`src/rtl/mee_pkg.sv`:
```
`timescale 1ns / 1ps

package mee_pkg;

  localparam int HELD_DEPTH = 64;
  localparam int IDX_W      = (HELD_DEPTH > 1) ? $clog2(HELD_DEPTH) : 1;
  localparam int CNT_W      = $clog2(HELD_DEPTH + 1);
  localparam int ENTRY_W    = 11;
  localparam int S_TDATA_W  = 40;
  localparam int M_TDATA_W  = 48;

  // One held note: channel in the upper four bits, key in the lower seven.
  typedef logic [ENTRY_W-1:0] entry_t;

  // Control broadcast to every cell of the held-note row.
  typedef struct packed {
    logic             shift;
    logic             wr_en;
    logic [IDX_W-1:0] wr_pos;
    entry_t           wr_data;
  } cell_ctl_t;

  typedef enum logic [3:0] {
    REQ_NOTE_ON        = 4'd0,
    REQ_NOTE_OFF       = 4'd1,
    REQ_CC             = 4'd2,
    REQ_PROGRAM        = 4'd3,
    REQ_CHAN_PRESS     = 4'd4,
    REQ_POLY_PRESS     = 4'd5,
    REQ_BEND           = 4'd6,
    REQ_IGNORE         = 4'd7,
    REQ_CHASE_CC       = 4'd8,
    REQ_CHASE_PROGRAM  = 4'd9,
    REQ_CHASE_BEND     = 4'd10,
    REQ_CHASE_PRESS    = 4'd11,
    REQ_CHASE_NOTE     = 4'd12,
    REQ_RELEASE        = 4'd13,
    REQ_PANIC          = 4'd14
  } req_t;

  // Status nibbles of the channel messages.
  localparam logic [3:0] ST_NOTE_OFF   = 4'h8;
  localparam logic [3:0] ST_NOTE_ON    = 4'h9;
  localparam logic [3:0] ST_POLY_PRESS = 4'hA;
  localparam logic [3:0] ST_CC         = 4'hB;
  localparam logic [3:0] ST_PROGRAM    = 4'hC;
  localparam logic [3:0] ST_CHAN_PRESS = 4'hD;
  localparam logic [3:0] ST_BEND       = 4'hE;

  localparam logic [1:0] LEN_NONE  = 2'd0;
  localparam logic [1:0] LEN_TWO   = 2'd2;
  localparam logic [1:0] LEN_THREE = 2'd3;

  localparam logic [6:0]  VEL_OFF_DEFAULT   = 7'd64;
  localparam logic [6:0]  VEL_CHASE_DEFAULT = 7'd100;
  localparam logic [6:0]  DATA_MAX          = 7'd127;
  localparam logic [15:0] BEND_CENTER       = 16'd8192;
  localparam logic [13:0] BEND_MAX          = 14'd16383;
  localparam logic [15:0] MASK_ALL          = 16'hFFFF;

  localparam logic CFG_FORCED_CHANNEL = 1'b0;
  localparam logic CFG_CHASE_NOTE_ONS = 1'b1;

endpackage

```
`src/rtl/mee_cell.sv`:
```
`timescale 1ns / 1ps

module mee_cell (
  input  logic                    clk,
  input  mee_pkg::cell_ctl_t      ctl,
  input  logic [mee_pkg::IDX_W-1:0] cell_idx,
  input  mee_pkg::entry_t         nbr,
  output mee_pkg::entry_t         data
);
  import mee_pkg::*;

  logic sel;

  // A write aimed at this cell wins over the neighbor's value during a shift.
  assign sel = ctl.wr_en && (ctl.wr_pos == cell_idx);

  always_ff @(posedge clk) begin
    if (sel) begin
      data <= ctl.wr_data;
    end else if (ctl.shift) begin
      data <= nbr;
    end
  end

endmodule

```
`src/rtl/midi_event_encoder_held_notes.sv`:
```
`timescale 1ns / 1ps

// MIDI channel message encoder with a held-note list. Each input transaction
// carries one event and yields one or more output transactions, the final one
// marked by m_tlast. After a single-message event the next event is taken in
// the cycle after, as long as the output register is free or being drained.
// A note-off with notes held keeps the input closed while the held list is
// rotated once through the row of cells to erase the first matching entry
// while keeping the order of the others. A release sends one note-off per
// cycle while the output is free or being drained, one for every held note,
// oldest first, from the release state. Panic clears the list and reports
// the used-channel mask (all channels if none was used). The held list is a
// row of HELD_DEPTH cells that shift toward cell 0; entries at and above
// held_count are never read, so the row has no reset. Configuration writes are
// always taken and must only be issued while the block is idle.
module midi_event_encoder_held_notes (
  input  logic                            clk,
  input  logic                            rst,
  // Event input. s_tdata, from bit 0: event_channel[4:0], note_key[6:0],
  // controller_number[6:0], event_value[14:0], zero padding.
  input  logic                            s_tvalid,
  output logic                            s_tready,
  input  logic [mee_pkg::S_TDATA_W-1:0]   s_tdata,
  // s_tuser: req_type[3:0].
  input  logic [3:0]                      s_tuser,
  // Message output. m_tdata, from bit 0: status_byte[7:0], data_one[6:0],
  // data_two[6:0], message_length[1:0], channels_used[15:0],
  // held_overflow, zero padding. m_tlast is last_result.
  output logic                            m_tvalid,
  input  logic                            m_tready,
  output logic [mee_pkg::M_TDATA_W-1:0]   m_tdata,
  output logic                            m_tlast,
  // Configuration writes: index 0 forced_channel, index 1 chase_note_ons.
  input  logic                            cfg_valid,
  output logic                            cfg_ready,
  input  logic                            cfg_index,
  input  logic [4:0]                      cfg_data
);
  import mee_pkg::*;

  typedef struct packed {
    logic [7:0]  status;
    logic [6:0]  d1;
    logic [6:0]  d2;
    logic [1:0]  len;
    logic [15:0] used;
    logic        ovf;
    logic        last;
  } result_t;

  typedef enum logic [2:0] {
    S_IDLE    = 3'b001,
    S_ERASE   = 3'b010,
    S_RELEASE = 3'b100
  } state_t;

  state_t state, state_next;

  logic [CNT_W-1:0] held_count, held_count_next;
  logic [CNT_W-1:0] count_dec;
  logic [CNT_W-1:0] steps, steps_next;
  logic             found, found_next;
  entry_t           target, target_next;
  logic [15:0]      used_mask, used_mask_next;
  logic [4:0]       forced_channel;
  logic             chase_note_ons;

  result_t          res_q, res;
  logic             load_out;
  logic             slot_free;
  logic             in_fire;

  cell_ctl_t        cell_ctl;
  entry_t           cell_data [HELD_DEPTH];
  entry_t           nbr_data  [HELD_DEPTH];

  // Field extraction.
  req_t        req;
  logic [4:0]  ev_ch;
  logic [6:0]  key;
  logic [6:0]  ctl_num;
  logic [14:0] val;

  assign req     = req_t'(s_tuser);
  assign ev_ch   = s_tdata[4:0];
  assign key     = s_tdata[11:5];
  assign ctl_num = s_tdata[18:12];
  assign val     = s_tdata[33:19];

  // Encoding of the incoming event.
  logic [3:0]  ch;
  logic [6:0]  cv;
  logic        val_pos;
  logic [15:0] bend_sum;
  logic [13:0] bend;
  logic        full;
  result_t     enc;
  logic        enc_hold;
  logic        enc_mark;
  logic [15:0] mask_marked;

  always_comb begin
    if (!forced_channel[4]) begin
      ch = forced_channel[3:0];
    end else if (!ev_ch[4]) begin
      ch = ev_ch[3:0];
    end else begin
      ch = 4'd0;
    end

    if (val[14]) begin
      cv = 7'd0;
    end else if (|val[13:7]) begin
      cv = DATA_MAX;
    end else begin
      cv = val[6:0];
    end
    val_pos = !val[14] && (val != 15'd0);

    bend_sum = {val[14], val} + BEND_CENTER;
    if (bend_sum[15]) begin
      bend = 14'd0;
    end else if (bend_sum[14]) begin
      bend = BEND_MAX;
    end else begin
      bend = bend_sum[13:0];
    end
  end

  assign full = (held_count == CNT_W'(HELD_DEPTH));

  always_comb begin
    enc      = '0;
    enc.last = 1'b1;
    enc_hold = 1'b0;
    enc_mark = 1'b0;
    unique case (req) inside
      REQ_NOTE_ON: begin
        enc.len = LEN_THREE;
        enc.d1  = key;
        if (cv == 7'd0) begin
          // A note-on with zero velocity goes out as a plain note-off.
          enc.status = {ST_NOTE_OFF, ch};
          enc.d2     = VEL_OFF_DEFAULT;
        end else begin
          enc.status = {ST_NOTE_ON, ch};
          enc.d2     = cv;
          enc.ovf    = full;
          enc_hold   = 1'b1;
          enc_mark   = 1'b1;
        end
      end
      REQ_NOTE_OFF: begin
        enc.status = {ST_NOTE_OFF, ch};
        enc.d1     = key;
        enc.d2     = val_pos ? cv : VEL_OFF_DEFAULT;
        enc.len    = LEN_THREE;
      end
      REQ_CC, REQ_CHASE_CC: begin
        enc.status = {ST_CC, ch};
        enc.d1     = ctl_num;
        enc.d2     = cv;
        enc.len    = LEN_THREE;
        enc_mark   = 1'b1;
      end
      REQ_PROGRAM, REQ_CHASE_PROGRAM: begin
        enc.status = {ST_PROGRAM, ch};
        enc.d1     = cv;
        enc.len    = LEN_TWO;
        enc_mark   = (req == REQ_CHASE_PROGRAM);
      end
      REQ_CHAN_PRESS, REQ_CHASE_PRESS: begin
        enc.status = {ST_CHAN_PRESS, ch};
        enc.d1     = cv;
        enc.len    = LEN_TWO;
        enc_mark   = (req == REQ_CHASE_PRESS);
      end
      REQ_POLY_PRESS: begin
        enc.status = {ST_POLY_PRESS, ch};
        enc.d1     = key;
        enc.d2     = cv;
        enc.len    = LEN_THREE;
      end
      REQ_BEND, REQ_CHASE_BEND: begin
        enc.status = {ST_BEND, ch};
        enc.d1     = bend[6:0];
        enc.d2     = bend[13:7];
        enc.len    = LEN_THREE;
        enc_mark   = (req == REQ_CHASE_BEND);
      end
      REQ_CHASE_NOTE: begin
        if (chase_note_ons) begin
          enc.status = {ST_NOTE_ON, ch};
          enc.d1     = key;
          enc.d2     = val_pos ? cv : VEL_CHASE_DEFAULT;
          enc.len    = LEN_THREE;
          enc.ovf    = full;
          enc_hold   = 1'b1;
          enc_mark   = 1'b1;
        end
      end
      default: begin
        // Ignored, unknown, release with nothing held and panic carry no message.
      end
    endcase

    mask_marked = used_mask | (enc_mark ? (16'd1 << ch) : 16'd0);
    if (req == REQ_PANIC) begin
      enc.used = (used_mask == 16'd0) ? MASK_ALL : used_mask;
    end else begin
      enc.used = mask_marked;
    end
  end

  // Handshake.
  assign slot_free = !m_tvalid || m_tready;
  assign s_tready  = (state == S_IDLE) && slot_free;
  assign in_fire   = s_tvalid && s_tready;
  assign cfg_ready = 1'b1;
  assign count_dec = held_count - CNT_W'(1);

  // Sequencer for the held-note row.
  logic head_match;
  assign head_match = !found && (cell_data[0] == target);

  always_comb begin
    state_next      = state;
    held_count_next = held_count;
    steps_next      = steps;
    found_next      = found;
    target_next     = target;
    used_mask_next  = used_mask;
    cell_ctl        = '0;
    load_out        = 1'b0;
    res             = enc;

    unique case (state)
      S_IDLE: begin
        if (in_fire) begin
          used_mask_next = mask_marked;
          load_out       = 1'b1;
          if (enc_hold && !full) begin
            cell_ctl.wr_en   = 1'b1;
            cell_ctl.wr_pos  = held_count[IDX_W-1:0];
            cell_ctl.wr_data = {ch, key};
            held_count_next  = held_count + CNT_W'(1);
          end
          if (req == REQ_NOTE_OFF && held_count != '0) begin
            state_next  = S_ERASE;
            steps_next  = held_count;
            found_next  = 1'b0;
            target_next = {ch, key};
          end
          if (req == REQ_RELEASE && held_count != '0) begin
            // The note-offs come out of the release state, one per cycle while the output is free or being drained.
            state_next = S_RELEASE;
            load_out   = 1'b0;
          end
          if (req == REQ_PANIC) begin
            held_count_next = '0;
          end
        end
      end
      S_ERASE: begin
        // Pop the head and push it back at the tail, except for the first
        // entry that matches the note being released.
        cell_ctl.shift   = 1'b1;
        cell_ctl.wr_en   = !head_match;
        cell_ctl.wr_pos  = count_dec[IDX_W-1:0];
        cell_ctl.wr_data = cell_data[0];
        if (head_match) begin
          held_count_next = count_dec;
          found_next      = 1'b1;
        end
        steps_next = steps - CNT_W'(1);
        if (steps == CNT_W'(1)) begin
          state_next = S_IDLE;
        end
      end
      S_RELEASE: begin
        res.status = {ST_NOTE_OFF, cell_data[0][ENTRY_W-1:7]};
        res.d1     = cell_data[0][6:0];
        res.d2     = VEL_OFF_DEFAULT;
        res.len    = LEN_THREE;
        res.used   = used_mask;
        res.ovf    = 1'b0;
        res.last   = (held_count == CNT_W'(1));
        if (slot_free) begin
          load_out        = 1'b1;
          cell_ctl.shift  = 1'b1;
          held_count_next = count_dec;
          if (held_count == CNT_W'(1)) begin
            state_next = S_IDLE;
          end
        end
      end
      default: begin
        state_next = S_IDLE;
      end
    endcase
  end

  // Row of held-note cells; each takes its upper neighbor's entry on a shift.
  for (genvar i = 0; i < HELD_DEPTH; i++) begin : g_cell
    if (i == HELD_DEPTH - 1) begin : g_tail
      assign nbr_data[i] = cell_data[i];
    end else begin : g_body
      assign nbr_data[i] = cell_data[i+1];
    end
    mee_cell u_cell (
      .clk      (clk),
      .ctl      (cell_ctl),
      .cell_idx (IDX_W'(i)),
      .nbr      (nbr_data[i]),
      .data     (cell_data[i])
    );
  end

  always_ff @(posedge clk) begin
    if (rst) begin
      state          <= S_IDLE;
      held_count     <= '0;
      steps          <= '0;
      found          <= 1'b0;
      used_mask      <= '0;
      forced_channel <= 5'h1F;
      chase_note_ons <= 1'b0;
      m_tvalid       <= 1'b0;
    end else begin
      state      <= state_next;
      held_count <= held_count_next;
      steps      <= steps_next;
      found      <= found_next;
      used_mask  <= used_mask_next;
      if (load_out) begin
        m_tvalid <= 1'b1;
      end else if (m_tready) begin
        m_tvalid <= 1'b0;
      end
      if (cfg_valid && cfg_ready) begin
        unique case (cfg_index)
          CFG_FORCED_CHANNEL: forced_channel <= cfg_data;
          CFG_CHASE_NOTE_ONS: chase_note_ons <= cfg_data[0];
          default: begin
          end
        endcase
      end
    end
  end

  always_ff @(posedge clk) begin
    target <= target_next;
    if (load_out) begin
      res_q <= res;
    end
  end

  assign m_tdata = {7'd0, res_q.ovf, res_q.used, res_q.len, res_q.d2, res_q.d1,
                    res_q.status};
  assign m_tlast = res_q.last;

endmodule

```
`config.mk`:
```
export PLATFORM = sky130hd
export DESIGN_NAME = midi_event_encoder_held_notes
export DESIGN_NICKNAME = d
export VERILOG_FILES = /design/src/rtl/mee_pkg.sv /design/src/rtl/mee_cell.sv /design/src/rtl/midi_event_encoder_held_notes.sv
export SDC_FILE = /design/constraint.sdc
export NUM_CORES = 1
export LEC_CHECK = 0
export BUFFER_PORTS_ARGS = -buffer_cell sky130_fd_sc_hd__buf_2
export CAP_MARGIN = 20
export CORE_ASPECT_RATIO = 1.2
export CORE_MARGIN = 1
export CORE_UTILIZATION = 40
export CTS_CLUSTER_DIAMETER = 80
export DETAILED_ROUTE_END_ITERATION = 6
export PLACE_DENSITY_LB_ADDON = 0.2
export SYNTH_ARGS = -nofsm -noshare
export SYNTH_HDL_FRONTEND = slang
export SYNTH_SLANG_ARGS = --single-unit
```
`constraint.sdc`:
```
create_clock -name clk -period 3.6 [get_ports clk]
set_input_delay 0.18 -clock clk [delete_from_list [all_inputs] [get_ports clk]]
set_output_delay 0.18 -clock clk [all_outputs]
set_load 0.02 [all_outputs]
```
==> results.toml, run 1 <==
[worst_setup_path]
cpMaxStageDelayCell = "dlygate4sd3_1"
r2r_start = "state[1]"
worstRegToRegCells = 6
end_kind = "flip-flop"
crit_path_cell_trace = "dlygate4sd3_1 -> buf_2 -> or4_1 -> nor3_2 -> buf_4 -> a211oi_1 -> nor3_1 -> or2_2 -> buf_4 -> nand4_1 -> buf_4 -> nand2_1"
reg2reg_to = "g_cell[39].u_cell.data[8]"
arrival_ps = 3640
path_common_cell = "buf_4"
critical_path_required_ps = 3870
cp-start-kind = "input pin"
startpoint = "s_tdata[25]"
path_max_fanout = 12
crit_type = "input pin to flip-flop"
rrSetupSlack_ps = 250
cpPeakStageDelay_ps = 530
cp-endpoint = "g_cell[20].u_cell.data[3]"

[logic_synthesis]
synthTopCellsByArea = "edfxtp_1 (63%), mux2_2 (22%), dfxtp_1 (2.3%), clkbuf_1 (1.3%), nand2_1 (1.2%)"
netlist_instances = 2356
yosysWarnings = 0
synth_cell_type_count = 70
synth-seq-cells = 798
yosys.area.top_type = "edfxtp_1"
ys_async_sr_fraction_pct = 0
ys.flop_type = "edfxtp_1"
syn_area_um2 = 36000
yosysMostFrequentCell = "edfxtp_1"
yosys-top-cells-count = "edfxtp_1 (757), mux2_2 (693), clkbuf_1 (124), nand2_1 (111), nor2_1 (94)"
ys_seq_area_share_pct = 65.5
syn_avg_cell_area_um2 = 15.3
yosysTopAreaCellShare_pct = 63.2
synth_edf_count = 757

[route]
drc_errors = 0
drt_iter0_drc = 1418
wl_per_cell_um = 21.1
drt-vias-per-instance = 5.38
routed_wl_mm = 79.6
vias = 20300
antenna_left = 0
first_pass_iters = 6

[timing]
worst_pin_slew_ps = 920
slew_headroom_pct = 37.9
hold_violations = 0
setup-violations-final = 0
finalClockSkew_ps = 32.7
period_needed_ps = 3360
finalCritPeriodShare_pct = 93.4
rsz0062_at_grt = "false"
fmax_mhz = 298
setup_tns_ps = 0
slew_violations = 0

[pwr]
combPwrFrac_pct = 2.5
pwr-share-seq_pct = 53.1
ir_drop_mv = 0.298
p_int_w = 0.0151
powerDensity_nw_per_um2 = 453
switching_share_pct = 20.5
total_power_w = 0.0190
clock_power_share_pct = 44.4
switching_power_w = 0.00389
p_leak_nw = 14.6

[floorplanning]
row_count = 120
coreArea_um2 = 89200
initial_core_util_pct = 40.3
chipWidth_um = 276
dieArea_um2 = 91100
die_h_um = 331
pin_count = 107

[cts]
cts_inserted_buffers = 83
cts-resized-gates = 0
cts_root_buf = "clkbuf_16"
clk_pin_slew_ps = 60
clkLatencyLatePin_ps = 640
ctsHtreeMaxLevel = 3
cts_tree = "yes"
ctsLongestPathBuffers = 3
cts_hold_buf = 37
cts_sinks = 798
cts_setup_buffers = 0

[grt]
grt_pass1_vias = 21500
antenna_found_initial = 3
grt_usage_pct = 17.6
grt_pass1_wl_mm = 124
grt_use_met2_pct = 31.6
overflow = 0
grt_max_degree = 65
busiest_layer = "met2"
grt_use_met3_pct = 2.54
met1_usage_pct = 21.5

[run_status]
status = "complete, no violations"

[job]
drv_cap = 0

[final_layout]
syn_to_final_growth_pct = 16.5
fillers = 7684
num-nets-final = 2614
drive_gt1_share_pct = 42.3

[placed_design]
portBuffers = 92
dp_hpwl_mm = 49.4
gp_congestion = 0.904

[min_path]
hp-class = "input pin to flip-flop"
stage by stage:
stage	cells	utilization, %	instance area (um2)	hold slack (ps)	setup slack, ps
detailed placement	3588	43.6	38900	405	232
global route	3771	47.0	41900	47.6	55.2
global placement	3588	43.6	38900	404	244
finish	3773	47.0	41900	58.5	239
floorplan	2362	-	36000	279	103
CTS	3771	47.0	41900	9.95	268
how the worst min path moves through the flow:
| stage | from | end | slack [ps] | cells past startpoint |
|---|---|---|---|---|
| after floorplan | s_tdata[5] | target[0] | 280 | 0 |
| after detailed placement | cfg_data[1] | forced_channel[1] | 400 | 3 |
| after global placement | cfg_data[3] | forced_channel[3] | 400 | 3 |
| after CTS | s_tvalid | m_tvalid | 10 | 3 |
| after global routing | s_tdata[24] | m_tdata[13] | 50 | 4 |
| final | s_tvalid | m_tvalid | 60 | 3 |
cell usage in the layout, fill, tap and decap left out, types with 7 or more instances in the layout:
cell / n
a22o_1: 8
and3_1: 27
xor2_1: 12
clkinv_2: 11
conb_1: 8
nor2b_1: 10
a21oi_1: 64
nor4_1: 13
buf_2: 92
a211oi_1: 8
nand4_1: 24
ha_1: 8
and2_1: 9
nor3_1: 13
clkbuf_16: 84
bufinv_16: 8
inv_1: 20
a22o_4: 7
buf_12: 31
o21ai_0: 47
nand2b_1: 42
buf_4: 146
clkbuf_1: 22
nor2_1: 92
edfxtp_1: 757
clkinv_1: 14
mux2_2: 693
a31oi_1: 8
nand3_1: 34
nand2_1: 111
dfxtp_1: 41
dlygate4sd3_1: 37
logic make-up (layout without fill, tap and decap cells):
group | Yosys count | after routing | share of synthesized area (%)
simple gates | 399 | 399 | 5.44
compound gates | 212 | 212 | 3.97
fa+ha+maj | 8 | 8 | 0.278
other cells | 2 | 10 | 0.0209
xor+xnor | 16 | 16 | 0.390
mux | 699 | 699 | 21.9
buf+inv | 222 | 472 | 2.57
flops | 798 | 798 | 65.5
critical path, delay by kind of cell:
kind,cells,cell delay [ps]
buf+inv,5,1320
simple gates,6,1990
compound gates,1,130
power by group through the flow:
stage	logic, W	clock network (W)	registers, W
after floorplan	0.000212	0	0.0103
after global placement	0.000437	0	0.0103
after detailed placement	0.000443	0	0.0103
after CTS	0.000478	0.00865	0.0101
after global routing	0.000524	0.00895	0.0101
final	0.000482	0.00843	0.0101
final cells by class:
type                       instances  area (um2)  area share (%)
timing repair buffer             306        2550            6.08
antenna                            2        5.00          0.0119
inverter                          20        75.1           0.179
sequential                       798       23600            56.2
multi-input combinational       1342       11700            27.8
clock buffer                     106        2180            5.21
clock inverter                    40         427            1.02
tap                             1159        1450            3.46
registers in the layout, indices dropped and copies added, names as in the netlist:
register and count:
used_mask 16, g_cell.u_cell.data 704, target 11, m_tvalid 1, chase_note_ons 1, steps 7, held_count 7, m_tdata 41
state 3, forced_channel 5, m_tlast 1, found 1
layer usage:
layer  wire length (um)  vias up
li1                   -     9384
met1              32500    10200
met2              41300      536
met3               3800      132
met4               2030        0
met5                  0        -
(Power assumes the default switching activity.)
==> inputs of run 2 (changes only) <==
PLACE_DENSITY_LB_ADDON = unset   (was 0.2)
RECOVER_POWER = 25   (was unset)
==> results.toml, run 2 (synthesis results as in run 1) <==
[final_layout]
final_common_cell = "edfxtp_1"
top_register = "g_cell.u_cell.data"
fin_util_pct = 46.9
layout_common_cells = "edfxtp_1 (757), mux2_2 (688), buf_4 (114)"
fillers = 7730
stdcell_count = 3772
syn_to_final_growth_pct = 16.2
drive_gt1_share_pct = 40.4
num-nets-final = 2607
fin_area_um2 = 41800
largest_reg_flops = 704

[floorplanning]
pin_count = 107
initial_core_util_pct = 40.3
die_h_um = 331
row_count = 120
coreArea_um2 = 89200
chipWidth_um = 276
dieArea_um2 = 91100

[cts]
clk_pin_slew_ps = 60
ctsHtreeMaxLevel = 3
cts_setup_buffers = 0
cts_tree = "yes"
cts_sinks = 798
ctsLongestPathBuffers = 3
cts_inserted_buffers = 81
clkLatencyLatePin_ps = 630
cts_root_buf = "clkbuf_16"

[route]
drt-vias-per-instance = 5.42
wl_per_cell_um = 20.9
antenna_left = 0
first_pass_iters = 5
vias = 20400
drt_iter0_drc = 1379
drc_errors = 0
routed_wl_mm = 78.7

[worst_setup_path]
crit_path_cell_trace = "dlygate4sd3_1 -> buf_2 -> or4_1 -> nor3_2 -> a211oi_2 -> o32a_1 -> buf_4 -> a221oi_1 -> buf_4 -> nand3_1 -> nand2_1"
critical_path_required_ps = 3860
cpPeakStageDelay_ps = 550
cp-start-kind = "input pin"
crit_type = "input pin to flip-flop"
path_max_fanout = 11
arrival_ps = 3740
crit_family = "simple AND/OR/NAND/NOR gates"
end_kind = "flip-flop"
cpMaxStageDelayCell = "or4_1"
critPathBufInv = 4
path_common_cell = "buf_4"

[grt]
busiest_layer = "met2"
grt_max_degree = 65
grt_pass1_wl_mm = 123
antenna_found_initial = 3
grt_usage_pct = 17.4
grt_use_met3_pct = 2.89
grt_pass1_vias = 21400
overflow = 0
met1_usage_pct = 21.3
grt_use_met2_pct = 31.3

[timing]
period_needed_ps = 3480
setup-violations-final = 0
fmax_mhz = 288
hold_violations = 0
slew_violations = 0
finalCritPeriodShare_pct = 96.6
worst_pin_slew_ps = 1260
rsz0062_at_grt = "true"
finalClockSkew_ps = 19.2
slew_headroom_pct = 16.1

[placed_design]
portBuffers = 92
dpl_cell_area_um2 = 38800
dp_hpwl_mm = 49.1
gp_congestion = 0.910
dp_cells = 3582

[job]
drv_cap = 0

[min_path]
hp-class = "input pin to flip-flop"

[run_status]
status = "complete, no violations"

[pwr]
ir_drop_mv = 0.294
powerDensity_nw_per_um2 = 458
p_leak_nw = 14.4
[run 2: area by class of cell]
cell class | count | area, um2 | area share, %
diodes | 2 | 5.00 | 0.0120
clock inverters | 52 | 567 | 1.36
repair buffers | 301 | 2360 | 5.65
well taps | 1159 | 1450 | 3.47
multi-input cells | 1342 | 11600 | 27.8
flip-flops and latches | 798 | 23600 | 56.4
inverters | 20 | 75.1 | 0.180
clock buffers | 98 | 2150 | 5.15
[run 2: worst min-delay path, cell delays in order]
cell      delay (ps)
buf_2            100
a222oi_1         100
nand2_1           80
a22o_1           110
[run 2: through the flow]
| stage | total power [W] | setup TNS, ps | setup WS, ps | hold WS, ps |
|---|---|---|---|---|
| floorplan | 0.0105 | 0 | 103 | 279 |
| global placement | 0.0107 | 0 | 191 | 405 |
| detailed placement | 0.0107 | 0 | 126 | 403 |
| CTS | 0.0194 | 0 | 177 | 11.0 |
| global route | 0.0198 | -7.76 | -1.89 | 50.2 |
| finish | 0.0192 | 0 | 122 | 52.5 |
[run 2: report_power, final]
part           total (W)  switching [W]  internal [W]
sequential        0.0101      0.0000175        0.0101
clock            0.00861        0.00360       0.00502
combinational   0.000464       0.000310      0.000154
[run 2: repair_timing]
item,CTS,global route
setup endpoints to repair,0,121
hold buffers,38,0
resized for setup,0,11
endpoints found under the hold margin,29,0
[run 2: layer usage]
layer  part of all wire [%]  vias up
met5                      0        -
met4                    2.2        0
met3                    4.7      132
met2                     52      509
met1                     41    10400
li1                       -     9387
[run 2: final timing paths]
path	end	from	cells after the start	slack, ps
max	g_cell[17].u_cell.data[4]	s_tdata[25]	11	120
min reg2reg	steps[5]	steps[5]	1	480
min	m_tdata[13]	s_tdata[24]	4	50
max reg2reg	g_cell[17].u_cell.data[4]	held_count[2]	9	190
==> inputs of run 3 (changes only) <==
RECOVER_POWER = 100   (was 25)
==> results.toml, run 3 (synthesis results as in run 1) <==
[grt]
antenna_found_initial = 2
grt_max_degree = 65
overflow = 0
grt_pass1_vias = 21400
grt_pass1_wl_mm = 123
grt_usage_pct = 17.4

[pwr]
switching_share_pct = 20.5
p_leak_nw = 14.3
p_int_w = 0.0152
total_power_w = 0.0192
ir_drop_mv = 0.295
combPwrFrac_pct = 2.4
pwr-share-seq_pct = 52.6
powerDensity_nw_per_um2 = 461
clock_power_share_pct = 44.9
switching_power_w = 0.00392

[floorplanning]
initial_core_util_pct = 40.3
row_count = 120
chipWidth_um = 276
pin_count = 107
dieArea_um2 = 91100
coreArea_um2 = 89200
die_h_um = 331

[worst_setup_path]
end_kind = "flip-flop"
crit_type = "input pin to flip-flop"
critical_path_required_ps = 3980
path_max_fanout = 12
arrival_ps = 3870
cp-start-kind = "input pin"

[timing]
hold_violations = 0
finalWorstSetupSlack_ps = 113
setup-violations-final = 0
finalCritPeriodShare_pct = 96.9
slew_violations = 0
period_needed_ps = 3490
worst_pin_slew_ps = 1250
finalClockSkew_ps = 18.5
slew_headroom_pct = 16.3
rsz0062_at_grt = "true"
fmax_mhz = 287

[cts]
clkLatencyLatePin_ps = 630
ctsHtreeMaxLevel = 3
cts_inserted_buffers = 81
ctsLongestPathBuffers = 3
cts_root_buf = "clkbuf_16"
cts_tree = "yes"
cts_setup_buffers = 0
cts_sinks = 798
clk_pin_slew_ps = 60

[job]
drv_cap = 0

[route]
drt-vias-per-instance = 5.42
antenna_left = 0
routed_wl_mm = 78.8
wl_per_cell_um = 20.9
drc_errors = 0
first_pass_iters = 5
drt_iter0_drc = 1350
vias = 20500

[final_layout]
syn_to_final_growth_pct = 15.5
largest_reg_flops = 704
top_register = "g_cell.u_cell.data"
num-nets-final = 2607
drive_gt1_share_pct = 39.4
fillers = 7774
multi_input_area_um2 = 11600
regArea_um2 = 23600
stdcell_count = 3772
fin_area_um2 = 41600
layout_common_cells = "edfxtp_1 (757), mux2_2 (681), nand2_1 (107)"
final_common_cell = "edfxtp_1"

[placed_design]
gp_congestion = 0.910
portBuffers = 92
pre_cts_slack_ps = 126
dp_cells = 3582
dp_hpwl_mm = 49.1
dpl_cell_area_um2 = 38800

[run_status]
status = "complete, no violations"

[min_path]
hp-class = "input pin to flip-flop"
run 3: cell count changes in the layout (fill, tap and decap cells not counted), sizes merged:
cell	previous run	this run
buf	185	129
clkbuf	176	232
run 3: path summary, 6_finish.rpt:
check,from,end,slack (ps),cells past startpoint
setup / recovery,s_tdata[25],g_cell[0].u_cell.data[2],110,12
hold / removal,s_tdata[24],m_tdata[13],50,4
setup reg to reg,state[1],g_cell[57].u_cell.data[10],170,9
hold reg to reg,steps[5],steps[5],480,1
run 3: critical path: stages:
cell and delay, ps:
dlygate4sd3_1 530, buf_2 160, or4_1 550, nor3_2 270
a211oi_2 160, o32a_1 410, buf_4 170, a221oi_1 310
buf_4 260, and3_1 170, clkbuf_2 300, mux2_2 390
run 3: power groups by stage:
stage / Combinational (W) / Clock (W) / Sequential (W)
final: 0.000462 / 0.00861 / 0.0101
after global routing: 0.000503 / 0.00918 / 0.0101
after CTS: 0.000475 / 0.00882 / 0.0101
after detailed placement: 0.000439 / 0 / 0.0103
after global placement: 0.000437 / 0 / 0.0103
after floorplan: 0.000212 / 0 / 0.0103
run 3: area by class of cell:
| cell class | instances | share of cell area (%) |
|---|---|---|
| flip-flops and latches | 798 | 56.7 |
| multi-input cells | 1342 | 28.0 |
| clock buffers | 98 | 5.18 |
| repair buffers | 301 | 5.11 |
| well taps | 1159 | 3.49 |
| clock inverters | 52 | 1.36 |
| inverters | 20 | 0.181 |
| diodes | 2 | 0.0120 |
run 3: repair_timing:
item	in CTS	in global routing
gates resized for setup	0	11
endpoints found under the hold margin	29	0
hold buffers	38	0
setup endpoints to repair	0	121
run 3: through the flow:
stage	utilization, %	setup TNS (ps)	hold WS [ps]
finish	46.6	0	52.0
global route	46.6	-8.07	50.2
CTS	47.0	0	11.0
detailed placement	43.5	0	403
global placement	43.5	0	405
floorplan	-	0	279
run 3: routing by layer:
layer,global-route usage (%),vias up,wire (um)
met4,5.36,0,1750
met3,2.89,131,3660
met1,21.3,10400,32300
met2,31.3,490,41100
met5,0,-,0
li1,-,9398,-
